### config.mk
export PLATFORM = sky130hd
export DESIGN_NAME = tasm_ram
export DESIGN_NICKNAME = d
export VERILOG_FILES = /design/src/hdl/three_axis_sliding_median_defines.svh /design/src/hdl/tasm_ram.sv
export SDC_FILE = /design/constraint.sdc
export NUM_CORES = 2
export LEC_CHECK = 0
export BUFFER_PORTS_ARGS = -buffer_cell sky130_fd_sc_hd__buf_2
export CAP_MARGIN = 15
export CORE_MARGIN = 1
export CORE_UTILIZATION = 45
export DETAILED_ROUTE_END_ITERATION = 12
export PLACE_DENSITY = 0.59
export SYNTH_ARGS = -nofsm -noshare
export SYNTH_HDL_FRONTEND = slang
export SYNTH_SLANG_ARGS = --single-unit
### constraint.sdc
create_clock -name clk -period 5.5 [get_ports clk]
set_input_delay 0.825 -clock clk [delete_from_list [all_inputs] [get_ports clk]]
set_output_delay 0.825 -clock clk [all_outputs]
set_load 0.01 [all_outputs]
### src/hdl/three_axis_sliding_median_defines.svh
// Assertion macros for the three-axis sliding median block.
// Used by the top level only; needs nothing else.
`ifndef THREE_AXIS_SLIDING_MEDIAN_DEFINES_SVH
`define THREE_AXIS_SLIDING_MEDIAN_DEFINES_SVH

// Same-cycle implication, disabled in reset.
`define TASM_ASSERT_NOW(label, clk, rst, ante, cons, msg) \
  label: assert property (@(posedge clk) disable iff (rst) (ante) |-> (cons)) \
    else $error(msg);

// Next-cycle implication, disabled in reset.
`define TASM_ASSERT_NEXT(label, clk, rst, ante, cons, msg) \
  label: assert property (@(posedge clk) disable iff (rst) (ante) |=> (cons)) \
    else $error(msg);

`endif

### src/hdl/tasm_ram.sv
// Generic single-write, single-read RAM with registered read (read-first).
// No dependencies.
module tasm_ram #(
  parameter int WIDTH = 48,
  parameter int DEPTH = 64
) (
  input  logic                     clk,
  input  logic                     wr_en,
  input  logic [$clog2(DEPTH)-1:0] wr_addr,
  input  logic [WIDTH-1:0]         wr_data,
  input  logic [$clog2(DEPTH)-1:0] rd_addr,
  output logic [WIDTH-1:0]         rd_data
);

  logic [WIDTH-1:0] mem [DEPTH];

  always_ff @(posedge clk) begin
    if (wr_en) begin
      mem[wr_addr] <= wr_data;
    end
    rd_data <= mem[rd_addr];
  end

endmodule

==> flow_summary_export.csv <==
group,metric,value,unit
power_and_ir_drop,power_density,374.6,mW/mm^2
timing,slew_headroom,17.55,%
setup_path,start_kind,"input port",
setup_path,cp_slowest_stage_delay,950,ps
power_and_ir_drop,leakage,41.36,nW
timing,min_period,3272,ps
cts,clock_latency,950,ps
cells_and_area,multi_input_comb_area,0.02294,mm^2
die,die_w,512.2,um
cells_and_area,area_growth_syn_to_layout,13.92,%
timing,worst_pin_slew,1237,ps
cells_and_area,design_area,0.1334,mm^2
cts,cts_buffer_depth,4,
synthesis,syn_area_per_cell,23.56,um^2
die,rows,186,
flow_run,drv_cap,0,
placement,dp.final_hpwl,175300,um
cells_and_area,regArea,0.09321,mm^2
timing,fin_worst_hold_slack,251.0,ps
cts,clk_root_buffer_cell,"clkbuf_16",
cts,numCtsBuffers,324,
placement,portBuffers,109,
setup_path,critPathTopFamily,"compound AO/OA/AOI/OAI gates",
die,initial_core_util,45.42,%
grt,antenna_found_initial,36,
cells_and_area,fillers,19880,
power_and_ir_drop,total_power,49.98,mW
timing,skew,42.38,ps
setup_path,cp-end-kind,"flip-flop",
setup_path,worstPathCellList,"buf_8, buf_12, nor2_4, buf_4, a22o_1, a221oi_1, a221oi_1",
timing,setup_tns,0,ps
min_path,min_path_type,"in -> reg",
drt,first_pass_iters,6,
drt,ant_nets,0,
setup_path,critical_path_class,"in -> reg",
synthesis,synth_area_leader_cell,"edfxtp_1",
setup_path,crit_fanout,90,
synthesis,synth_nets,5032,
setup_path,required,6260,ps
grt,grt_pass1_vias,56550,
synthesis,synth_edf_count,3072,
setup_path,crit_slowest_cell,"a221oi_1",
timing,final_max_slew_viol_count,0,
timing,rsz0062_at_grt,"no",
cells_and_area,layout-drive-gt1-share,28.86,%
cells_and_area,fin_nets,5392,
drt,drt-total-wl,320500,um
synthesis,synth_flop_cell,"edfxtp_1",
drt,drt-vias-per-instance,6.285,
synthesis,synth.cell_area,0.1171,mm^2
grt,grt_max_degree,117,
cts,clock_sinks,3120,
synthesis,ys_seq_area_share,79.59,%
outcome,status,"complete, no violations",
synthesis,ys_async_sr_fraction,0,%
placement,place_congestion,0.8234,
cts,cts_resized,0,
synthesis,synth_area_leaders,"edfxtp_1 79%, mux4_2 14%, dfxtp_1 0.82%",
placement,placed_area,0.1231,mm^2
power_and_ir_drop,ir_worst_vdd,0.3755,mV
grt,grt_pass1_wl,446600,um
timing,finalCritPeriodShare,59.49,%
grt,overflow,0,
cts,cts_hold_buf,0,
synthesis,synth_cell_types,36,
die,die_area,0.2623,mm^2
die,core,0.2579,mm^2
setup_path,cpMostUsedCell,"a221oi_1",
synthesis,synth_seq_cells,3120,
drt,drt_iter0_drc,6926,
synthesis,synth.most_common_cell,"edfxtp_1",
cts,post-cts-setup-buffers,0,
synthesis,synth_top_area_share,78.77,%
die,num_io_pins,110,
die,die_h,512.2,um
timing,setup_viol,0,
setup_path,worstPathArrival,4040,ps
synthesis,synth_common_cells,"3072 x edfxtp_1, 754 x mux4_2, 132 x nor2_1",
drt,via_count,56380,
drt,routedWlPerCell,35.72,um
synthesis,syn-instance-count,4970,
timing,fmax,305.6,MHz
drt,drc_errors,0,
cts,cts_tree,"yes",
cts,cts.clk_slew.worst_paths,60,ps
timing,hold_viol_final,0,
grt,track_usage,24.42,%
cts,ctsHtreeMaxLevel,5,
setup_path,ff2ff_setup_slack,3090,ps
synthesis,synth_warnings,0,
setup_path,cp.buffers_inverters,3,
==> final timing paths <==
check,startpoint,to,cells after the start
max reg2reg,mem[38][43],rd_data[43],5
max,rd_addr[2],rd_data[31],7
min,wr_data[28],mem[18][28],1
min reg2reg,mem[59][24],rd_data[24],4
==> sequential cells by signal (all words and copies together) (netlist names) <==
name	flops
rd_data	48
mem	3072
==> where the power goes <==
part | leakage, nW | internal, mW | switching [mW]
Combinational | 8.33 | 0.852 | 1.49
Clock | 4.98 | 12.3 | 8.87
Sequential | 28.0 | 26.3 | 0.118
Total | 41.4 | 39.5 | 10.5
==> cell families (layout without fill, tap and decap cells) <==
family | count (synthesis) | after routing | share of synthesized area [%]
other cells | 0 | 12 | 0
simple gates | 253 | 253 | 0.9572
compound gates | 486 | 486 | 3.024
mux | 829 | 829 | 15.15
flops | 3120 | 3120 | 79.59
buf+inv | 282 | 887 | 1.279
==> metal layers <==
metal	wire, um	GRT usage [%]
met1	126900	34.00
met4	9704	7.180
met3	28660	4.912
met5	115	0
met2	155000	39.16
==> cells in the final DEF (no fill, tap or decap), types with 48 or more instances in the layout <==
master / n
a21oi_1: 74
a221oi_1: 83
a22o_1: 57
a22oi_1: 72
buf_12: 60
buf_2: 106
buf_4: 148
clkbuf_1: 62
clkbuf_16: 333
clkinv_1: 69
clkinv_2: 59
dfxtp_1: 48
edfxtp_1: 3072
mux2i_1: 63
mux4_2: 754
nand2_1: 53
nor2_1: 68
nor2_4: 64
o22ai_1: 122
==> area by class of cell <==
type / instances / share of cell area [%]
Clock buffer: 406 / 6.534
Multi-Input combinational cell: 1568 / 17.20
Sequential cell: 3120 / 69.86
Timing Repair Buffer: 316 / 2.153
Clock inverter: 165 / 1.060
Tap cell: 3384 / 3.173
Antenna cell: 12 / 0.02251
==> per-stage QoR <==
step | utilization, % | cells | setup slack [ps]
after floorplan | - | 4970 | 390.2
after global placement | 47.72 | 8376 | 787.1
after detailed placement | 47.72 | 8378 | 1319
after CTS | 51.65 | 8949 | 2361
after global routing | 51.74 | 8965 | 2053
final | 51.74 | 8971 | 2228
No activity file was read; power rests on OpenSTA's default activity.
