File: config.mk
export PLATFORM = sky130hd
export DESIGN_NAME = tasm_cell
export DESIGN_NICKNAME = d
export VERILOG_FILES = /design/src/hdl/three_axis_sliding_median_defines.svh /design/src/hdl/tasm_pkg.sv /design/src/hdl/tasm_cell.sv
export SDC_FILE = /design/constraint.sdc
export NUM_CORES = 1
export LEC_CHECK = 0
export BUFFER_PORTS_ARGS = -buffer_cell sky130_fd_sc_hd__buf_2
export CELL_PAD_IN_SITES_DETAIL_PLACEMENT = 1
export CELL_PAD_IN_SITES_GLOBAL_PLACEMENT = 2
export CORE_MARGIN = 5
export CORE_UTILIZATION = 28
export CTS_BUF_LIST = sky130_fd_sc_hd__clkbuf_8 sky130_fd_sc_hd__clkbuf_16
export DETAILED_ROUTE_END_ITERATION = 10
export GPL_TIMING_DRIVEN = 0
export PLACE_DENSITY = 0.9
export RECOVER_POWER = 50
export REMOVE_ABC_BUFFERS = 1
export SYNTH_ARGS = -nofsm -noshare
export SYNTH_HDL_FRONTEND = slang
export SYNTH_SLANG_ARGS = --single-unit
export TNS_END_PERCENT = 50
File: constraint.sdc
create_clock -name clk -period 9.1 [get_ports clk]
set_input_delay 0 -clock clk [delete_from_list [all_inputs] [get_ports clk]]
set_output_delay 0 -clock clk [all_outputs]
set_load 0.01 [all_outputs]
File: src/hdl/three_axis_sliding_median_defines.svh
// Assertion macros for the three-axis sliding median block.
// Used by the top level only; needs nothing else.
`ifndef THREE_AXIS_SLIDING_MEDIAN_DEFINES_SVH
`define THREE_AXIS_SLIDING_MEDIAN_DEFINES_SVH

// Same-cycle implication, disabled in reset.
`define TASM_ASSERT_NOW(label, clk, rst, ante, cons, msg) \
  label: assert property (@(posedge clk) disable iff (rst) (ante) |-> (cons)) \
    else $error(msg);

// Next-cycle implication, disabled in reset.
`define TASM_ASSERT_NEXT(label, clk, rst, ante, cons, msg) \
  label: assert property (@(posedge clk) disable iff (rst) (ante) |=> (cons)) \
    else $error(msg);

`endif

File: src/hdl/tasm_pkg.sv
// Shared types and constants for the three-axis sliding median.
// No dependencies.
package tasm_pkg;

  // Register and count port widths, fixed by the interface.
  localparam int CFG_WIDTH       = 7;
  localparam int COUNT_OUT_WIDTH = 7;
  localparam int WIN_RESET       = 8;
  localparam int NUM_AXES        = 3;

  // Per-cycle control broadcast to every sorting cell.
  typedef struct packed {
    logic load;  // a sample transfer updates the chain this cycle
    logic full;  // window full: drop the oldest value before inserting
  } cell_ctrl_t;

endpackage

File: src/hdl/tasm_cell.sv
// One compare-and-shift cell of a sorted chain (one axis, one rank).
// Depends on tasm_pkg.
module tasm_cell #(
  parameter int SAMPLE_BITS = 16,
  parameter int CNT_BITS    = 7,
  parameter int INDEX       = 0
) (
  input  logic                          clk,
  input  tasm_pkg::cell_ctrl_t          ctrl,
  input  logic        [CNT_BITS-1:0]    cnt,        // entries kept after removal
  input  logic signed [SAMPLE_BITS-1:0] sample,     // value being inserted
  input  logic signed [SAMPLE_BITS-1:0] old,        // value leaving the window
  input  logic signed [SAMPLE_BITS-1:0] right_val,  // neighbor at rank + 1
  input  logic signed [SAMPLE_BITS-1:0] left_rem,   // neighbor's value after removal
  input  logic                          left_le,    // neighbor stays below sample
  output logic signed [SAMPLE_BITS-1:0] val,
  output logic signed [SAMPLE_BITS-1:0] rem,
  output logic                          le
);

  import tasm_pkg::*;

  logic signed [SAMPLE_BITS-1:0] val_next;

  // Removal closes the gap at the first entry equal to the leaving value.
  assign rem = (ctrl.full && (val >= old)) ? right_val : val;
  // Equal samples: the new one goes after them.
  assign le  = (CNT_BITS'(INDEX) < cnt) && (rem <= sample);

  always_comb begin
    if (le) begin
      val_next = rem;
    end else if (left_le) begin
      val_next = sample;
    end else begin
      val_next = left_rem;
    end
  end

  always_ff @(posedge clk) begin
    if (ctrl.load) begin
      val <= val_next;
    end
  end

endmodule

==> results of run 1 <==
==> worst min path at each step <==
stage                       from               end  slack, ns  cells after the start
floorplan                ctrl[1]  val[0]$_DFFE_PP_       0.11                      0
CTS                      ctrl[1]  val[7]$_DFFE_PP_       0.18                      1
global route        right_val[1]  val[1]$_DFFE_PP_       0.23                      3
finish              right_val[1]  val[1]$_DFFE_PP_       0.22                      3
detailed placement  right_val[0]            rem[0]       0.40                      4
global placement    right_val[0]            rem[0]       0.39                      4
==> stage by stage <==
step	setup slack, ns	std cells	utilization [%]
final	3.51	449	36.6
after global routing	2.98	449	36.6
after CTS	3.53	449	36.9
after detailed placement	3.58	445	36.3
after global placement	3.78	445	36.3
after floorplan	4.55	236	-
==> cell usage after synthesis, drive strengths merged <==
library cell,n,share of area (%)
nor4,2,0.83
inv,34,5.7
nor2b,2,0.55
ha,32,18
or3,1,0.28
a21boi,1,0.50
a22o,1,0.39
o21a,1,0.33
mux2,16,8.0
nand4,4,1.1
nand3,18,4.0
a21o,3,1.0
nand2,24,4.0
o22ai,1,0.28
a21oi,10,2.4
and3,2,0.78
a211oi,1,0.33
a211o,1,0.39
a31oi,33,15
edfxtp,16,21
nand2b,1,0.28
or4,1,0.50
a31o,1,0.39
nor3,3,0.66
o311ai,1,0.72
nor2,1,0.17
buf,4,2.1
o2bb2ai,1,0.66
and4,2,0.89
o21ai,3,0.66
and2,1,0.28
clkbuf,11,1.8
o211ai,18,6.0
==> power breakdown <==
part | internal [µW] | total, µW | switching (µW) | leakage, µW
Sequential | 149 | 185 | 35.8 | 0.000155
Clock | 29.9 | 53.4 | 23.5 | 0.0000231
Combinational | 309 | 809 | 500 | 0.00118
Total | 488 | 1050 | 559 | 0.00136
==> per-layer routing <==
layer	track usage [%]	vias to the layer above
met5	0	-
met4	3.68	0
met3	1.18	6
met2	28.4	52
met1	17.5	1052
li1	-	1145
==> cells by family (layout without fill, tap and decap cells) <==
family / count (synthesis) / count (layout) / synth area share (%)
AO/OA/AOI/OAI: 76 / 76 / 29.1
AND/OR/NAND/NOR: 62 / 62 / 14.3
flip-flops: 16 / 16 / 21.3
multiplexers: 16 / 16 / 7.98
buffers and inverters: 49 / 145 / 9.58
adder cells (fa/ha/maj): 32 / 32 / 17.7
==> layout make-up <==
type	count	area, µm²	share of cell area [%]
Multi-Input combinational cell	186	1560	54.7
Timing Repair Buffer	107	514	18.0
Sequential cell	16	480	16.8
Inverter	34	128	4.47
Tap cell	102	128	4.47
Clock buffer	3	41.3	1.45
Clock inverter	1	3.75	0.131
==> worst max-delay path, stage by stage, from the launching register on <==
cell and delay (ns):
edfxtp_1 0.44, ha_1 0.38, nand4_1 0.17, nor2_1 0.14, a31oi_1 0.12, a21oi_1 1.01
o211ai_1 0.31, nand2_1 0.22, ha_1 0.28, a21oi_1 0.19, o21ai_0 0.18, o2bb2ai_2 0.18
o311ai_2 0.91, and3_4 0.61, buf_2 0.21
==> run metrics, run 1 <==
hold_buf cts 0; Initial DRC Count 109; die area 9960 µm²; I/O pin count 108; FF-to-FF setup slack 3.56 ns; Max Cap Viol 0; Fillers 998; antenna violations before repair 0; Hold Vio Cnt, Final 0; CTS tree done; clock insertion delay at the later pin of the skew report 0.25 ns; Power Total 1050 µW; die width 99.8 µm; endpoint type of the worst setup path output port; worst slew pin tran 1.31 ns; H-tree levels 1; Peak supply drop 157 µV; crit-path max FO 17; Post-CTS Setup Repair Bufs 0; Pre-antenna DRT Iters 4; largest net degree at the start of global routing 18; FF-to-FF path depth 14; count of cell types in the netlist 40; commonest non-fill, non-tap cells in the layout buf_2 (90), inv_1 (34), ha_1 (32), nand2_1 (24), a31oi_1 (24); terminus of the critical flop-to-flop path val[4]$_DFFE_PP_; YS warnings 0; Critical Path Source Type register; Most flops, register val; reg2reg start val[15]$_DFFE_PP_; Setup Skew 0.00456 ns; design area 2860 µm²; synthesized area 2260 µm²; outcome complete, no violations; max-slew violation total from the final report 0; number of CTS-inserted buffers 3; Hold WS 0.220 ns; vias in the first global route 2460; std cell rows 32; met3 WL post-DR 293 µm; sequential element share of the synthesized area 21.3%; post-route minimum period 5.59 ns; layout cell share with drive strength beyond 1 36.6%; Top Registers val x16; Post-Synthesis Cells 251; final setup vio count 0; syn avg cell area 9.00 µm²; critical path type reg2out; Seq cells post-synth 16; placed cell areas 2830 µm²; Largest register FFs 16; RSZ-0062 raised after global routing false; dpl hpwl 6.59 mm; first-pass GRT wire length 12.0 mm; clock slew at reported path FFs 0.06 ns; Slew headroom 12.4%; Worst EP arrival 5.59 ns; buffer depth of the longest clock path 2; highest routed layer met4; wirelength, routed 7.51 mm; Met2 Wirelength 3.89 mm; WL per Instance 16.7 µm; Power Density 367 nW/µm²; grt ovf 0; leak pwr 0.00136 µW; Total GRT Usage 14.7%; fin crit share 61.4%; ANT nets after route 0; Initial Util 28.9%; post-CTS sizing 0; Fin Setup TNS 0 ns; Via density 5.02; most common library cell in the layout ignoring fill and taps buf_2; Core Box Area 7810 µm²; CTS Root Cell clkbuf_8; Final nets 455; wl on met1 3.23 mm; Final GP Congestion 0.874; fmax 179 MHz; ANT cells 0; count of input and output buffers 107; Hold WC Path Type in2reg; crit path to le; Worst EP required 9.10 ns; worst setup path start val[15]$_DFFE_PP_; drt drc 0; CTS sink cnt 16; Layout area overhead 26.5%; via count 2255; die height 99.8 µm
(Power assumes the default switching activity.)
==> run 2: changes to the inputs <==
--- a/config.mk
+++ b/config.mk
@@ -9,11 +9,11 @@
 export CELL_PAD_IN_SITES_DETAIL_PLACEMENT = 1
 export CELL_PAD_IN_SITES_GLOBAL_PLACEMENT = 2
 export CORE_MARGIN = 5
-export CORE_UTILIZATION = 28
+export CORE_UTILIZATION = 26
 export CTS_BUF_LIST = sky130_fd_sc_hd__clkbuf_8 sky130_fd_sc_hd__clkbuf_16
 export DETAILED_ROUTE_END_ITERATION = 10
 export GPL_TIMING_DRIVEN = 0
-export PLACE_DENSITY = 0.9
+export PLACE_DENSITY = 0.85
 export RECOVER_POWER = 50
 export REMOVE_ABC_BUFFERS = 1
 export SYNTH_ARGS = -nofsm -noshare
==> constraint.sdc (replaced) <==
create_clock -name clk -period 5.35 [get_ports clk]
set_input_delay 0 -clock clk [delete_from_list [all_inputs] [get_ports clk]]
set_output_delay 0 -clock clk [all_outputs]
set_load 0.01 [all_outputs]
==> run 2 against run 1 <==
  * Die area grew 6.9%
  * Global-route usage shrank 0.10 points
  * Sequential cell count is the same
  * Register-to-register slack lost 3.0 ns
  * Clock power grew 73%
==> run metrics, run 2 (same netlist as run 1, synthesis figures left out) <==
outcome complete, no violations; met3 WL post-DR 372 µm; max-slew violation total from the final report 0; Hold WC Path Type in2reg; post-route minimum period 4.84 ns; highest routed layer met4; max incr delay on CP 0.64 ns; die height 103 µm; Worst EP required 5.35 ns; cell family with most CP delay compound AO/OA/AOI/OAI gates; final setup vio count 0; largest net degree at the start of global routing 18; Pre-antenna DRT Iters 4; ANT cells 0; number of CTS-inserted buffers 3; worst hold stages 3; vias in the first global route 2442; Max Cap Viol 0; Via density 5.02; Worst path depth 12; critical path cell sequence ha_1 -> o21a_1 -> nand2_1 -> nand3_1 -> nand2_1 -> ha_1 -> a21oi_1 -> o21ai_0 -> o2bb2ai_2 -> o311ai_4 -> and3_4 -> buf_2; Most flops, register val; fin crit share 90.4%; H-tree levels 1; Worst EP arrival 4.84 ns; std cell rows 34; hold_buf cts 0; Initial Util 26.3%; fmax 207 MHz; dpl hpwl 6.77 mm; Register Area 480 µm²; grt ovf 0; Core Box Area 8590 µm²; Initial DRC Count 114; wl on met1 3.24 mm; Final GP Congestion 0.826; Finished Core Util 33.5%; Largest register FFs 16; Met2 Wirelength 3.96 mm; die area 10700 µm²; leak pwr 0.00136 µW; FF-to-FF path depth 12; clock insertion delay at the later pin of the skew report 0.25 ns; antenna violations before repair 0; CTS Root Cell clkbuf_8; buffer depth of the longest clock path 2; WP buf/inv 1; die width 103 µm; area occupied by multi-input gates 1580 µm²; ANT nets after route 0; wirelength, routed 7.71 mm; clock slew at reported path FFs 0.06 ns; Final nets 455; count of input and output buffers 107; Setup Skew 0.00317 ns; Layout area overhead 27.6%; Fillers 1055; first-pass GRT wire length 12.1 mm; Peak supply drop 245 µV; worst slew pin tran 0.850 ns; RSZ-0062 raised after global routing false; WL per Instance 16.9 µm; Hold WS 0.220 ns; crit-path max FO 17; CTS tree done; Slew headroom 43.3%; I/O pin count 108; via count 2282; endpoint type of the worst setup path output port; slowest library cell on the worst path o311ai_4; drt drc 0; Top Registers val x16; Critical Path Source Type register; CTS sink cnt 16; Power Density 626 nW/µm²; Power Total 1800 µW; Total GRT Usage 14.6%; Post-CTS Setup Repair Bufs 0; critical path type reg2out; commonest non-fill, non-tap cells in the layout buf_2 (90), inv_1 (34), ha_1 (32), nand2_1 (24), a31oi_1 (24); layout cell share with drive strength beyond 1 37.2%; most common library cell in the layout ignoring fill and taps buf_2; Hold Vio Cnt, Final 0
## run 2: per-layer routing
| layer | GRT usage, % | up-vias |
|---|---|---|
| li1 | - | 1143 |
| met1 | 18.2 | 1063 |
| met2 | 26.5 | 67 |
| met3 | 1.61 | 9 |
| met4 | 4.38 | 0 |
| met5 | 0 | - |
## run 2: path summary, 6_finish.rpt
path | start | end | slack [ns]
hold reg to reg | val[3]$_DFFE_PP_ | val[3]$_DFFE_PP_ | 0.75
setup reg to reg | val[15]$_DFFE_PP_ | val[15]$_DFFE_PP_ | 0.56
setup / recovery | val[15]$_DFFE_PP_ | le | 0.51
hold / removal | right_val[2] | val[2]$_DFFE_PP_ | 0.22
## run 2: timing repair
action / CTS / global route
gates cloned: 0 / 0
endpoints found under the setup margin: 17 / 17
gates resized for setup: 2 / 1
## run 2: tightest hold or removal path: cells and delay by family
family / cells / cell delay [ns]
compound gates: 2 / 0.21
buf+inv: 1 / 0.10
## run 2: power breakdown
| group | internal (µW) | total [µW] | switching, µW |
|---|---|---|---|
| Clock | 50.9 | 92.3 | 41.3 |
| Sequential | 253 | 315 | 62.1 |
| Combinational | 534 | 1400 | 862 |
## run 2: through the flow
| stage | setup WS, ns | cells | area [µm²] | TNS (ns) |
|---|---|---|---|---|
| 5_1_grt | 0.108 | 455 | 2880 | 0 |
| 3_5_place_dp | -0.103 | 451 | 2840 | -1.25 |
| 2_1_floorplan | 0.799 | 236 | 2170 | 0 |
| 6_report | 0.511 | 455 | 2880 | 0 |
| 4_1_cts | 0.194 | 455 | 2900 | 0 |
| 3_3_place_gp | 0.00876 | 451 | 2840 | 0 |
## run 2: cell type report
class,instances,share of cell area [%]
clock buffers,3,1.43
clock inverters,1,0.130
inverters,34,4.43
multi-input cells,186,54.8
flip-flops and latches,16,16.7
well taps,108,4.69
repair buffers,107,17.8
==> run 3: changes to the inputs <==
--- a/config.mk
+++ b/config.mk
@@ -9,11 +9,11 @@
 export CELL_PAD_IN_SITES_DETAIL_PLACEMENT = 1
 export CELL_PAD_IN_SITES_GLOBAL_PLACEMENT = 2
 export CORE_MARGIN = 5
-export CORE_UTILIZATION = 26
-export CTS_BUF_LIST = sky130_fd_sc_hd__clkbuf_8 sky130_fd_sc_hd__clkbuf_16
+export CORE_UTILIZATION = 29
+export CTS_BUF_LIST = sky130_fd_sc_hd__clkbuf_4
 export DETAILED_ROUTE_END_ITERATION = 10
 export GPL_TIMING_DRIVEN = 0
-export PLACE_DENSITY = 0.85
+export PLACE_DENSITY = 0.92
 export RECOVER_POWER = 50
 export REMOVE_ABC_BUFFERS = 1
 export SYNTH_ARGS = -nofsm -noshare
==> constraint.sdc (replaced) <==
create_clock -name clk -period 5.9 [get_ports clk]
set_input_delay 0 -clock clk [delete_from_list [all_inputs] [get_ports clk]]
set_output_delay 0 -clock clk [all_outputs]
set_load 0.01 [all_outputs]
==> run 3 against run 2 <==
  * Sequential share of layout area rose by 0.18 points
  * Via count hardly changed
  * Sequential power is 10% lower
  * Critical path depth up 2
  * Wire length fell by 2.9%
  * Highest routed layer unchanged
  * First-iteration DRC count down 25%
  * Clock-buffer cell count unchanged
  * Power fell by 12%
  * Non-clock buffer count did not move
  * Cell area down 1.1%
  * Sequential cell count stayed put
  * Worst setup slack improved by 0.21 ns
==> run metrics, run 3 (same netlist as run 1, synthesis figures left out) <==
outcome complete, no violations; layout cell share with drive strength beyond 1 36.9%; Initial Util 29.5%; Peak supply drop 199 µV; number of CTS-inserted buffers 3; worst slew pin tran 0.847 ns; reg2reg start val[15]$_DFFE_PP_; Initial DRC Count 86; commonest non-fill, non-tap cells in the layout buf_2 (90), inv_1 (34), ha_1 (32), nand2_1 (24), a31oi_1 (24); critical path type reg2out; Worst EP required 5.90 ns; Fin Setup TNS 0 ns; ANT cells 0; Finished Core Util 37.3%; WL per Instance 16.7 µm; max-slew violation total from the final report 0; leak pwr 0.00135 µW; Slew headroom 43.5%; Max Cap Viol 0; Total GRT Usage 14.9%; CTS tree done; vias in the first global route 2451; antenna violations before repair 0; Layout area overhead 26.3%; dpl hpwl 6.56 mm; buffer depth of the longest clock path 2; Final nets 455; Pre-antenna DRT Iters 4; FF-to-FF setup slack 0.81 ns; final setup vio count 0; slowest library cell on the worst path o311ai_4; H-tree levels 1; FF-to-FF path depth 14; Critical Path Source Type register; Worst EP arrival 5.18 ns; Via density 5.08; Largest register FFs 16; drt drc 0; worst hold stages 3; Setup Skew 0.00671 ns; die height 98.2 µm; HP Start right_val[3]; Most flops, register val; CTS sink cnt 16; clock slew at reported path FFs 0.10 ns; critical path cell sequence ha_1 -> nand4_1 -> nor3_1 -> or3_1 -> nand2_1 -> nand3_1 -> nand2_1 -> ha_1 -> a21oi_1 -> o21ai_0 -> o2bb2ai_2 -> o311ai_4 -> and3_4 -> buf_2; Final GP Congestion 0.886; crit-path max FO 17; first-pass GRT wire length 11.9 mm; hold endpoint val[3]$_DFFE_PP_; count of input and output buffers 107; wirelength, routed 7.49 mm; I/O pin count 108; Top Registers val x16; final std cells w/o fill 449; max incr delay on CP 0.62 ns; Power Density 559 nW/µm²; post-route minimum period 5.18 ns; placed cells 445; die area 9650 µm²; CTS Root Cell clkbuf_4; endpoint type of the worst setup path output port; via count 2281; Hold Vio Cnt, Final 0; Hold WC Path Type in2reg; die width 98.2 µm; fin crit share 87.8%; clock insertion delay at the later pin of the skew report 0.28 ns; largest net degree at the start of global routing 18; most common library cell in the layout ignoring fill and taps buf_2; grt ovf 0; std cell rows 32; terminus of the critical flop-to-flop path val[1]$_DFFE_PP_; ANT nets after route 0; RSZ-0062 raised after global routing false; Core Box Area 7650 µm²; fmax 193 MHz
## run 3: through the flow
stage                     hold WS (ns)  cell area, µm²  setup slack (ns)  total power, µW
after global placement           0.403            2830             0.609             1510
after floorplan                  0.112            2170              1.35             1140
after CTS                        0.143            2860             0.359             1610
after detailed placement         0.418            2830             0.466             1550
final                            0.177            2850             0.719             1600
after global routing             0.180            2850             0.281             1750
## run 3: area by class of cell
| class | instances | area [µm²] |
|---|---|---|
| fill | 970 | 4800 |
| multi-input combinational | 186 | 1580 |
| timing repair buffer | 107 | 514 |
| sequential | 16 | 480 |
| inverter | 34 | 128 |
| tap | 102 | 128 |
| clock buffer | 3 | 22.5 |
| clock inverter | 1 | 3.75 |
## run 3: layer usage
metal,GRT usage [%],routed length [µm]
met3,1.36,315
met2,27.4,3860
met4,4.73,133
met1,18.3,3180
met5,0,0
## run 3: critical path: cells and delay by family, from the launching register on
kind,cells,cell delay (ns)
compound gates,4,1.08
fa+ha+maj,2,0.72
buf+inv,1,0.21
flops,1,0.44
simple gates,7,2.42
## run 3: where the power goes
part,internal [µW],total [µW],switching (µW)
clock,24.5,58.0,33.4
combinational,480,1250,775
sequential,229,283,53.7
## run 3: worst max-delay path by stage
stage,start,endpoint,slack (ns),cells past startpoint
CTS,val[15]$_DFFE_PP_,le,0.36,14
global route,val[15]$_DFFE_PP_,le,0.28,14
global placement,val[15]$_DFFE_PP_,val[0]$_DFFE_PP_,0.61,14
floorplan,val[2]$_DFFE_PP_,val[0]$_DFFE_PP_,1.35,14
finish,val[15]$_DFFE_PP_,le,0.72,14
detailed placement,val[15]$_DFFE_PP_,val[4]$_DFFE_PP_,0.47,14
## run 3: what timing repair did
item | in CTS | in global routing
hold buffers | 0 | 0
buffers inserted | 0 | 0
resized for setup | 0 | 1
setup endpoints to repair | 0 | 1
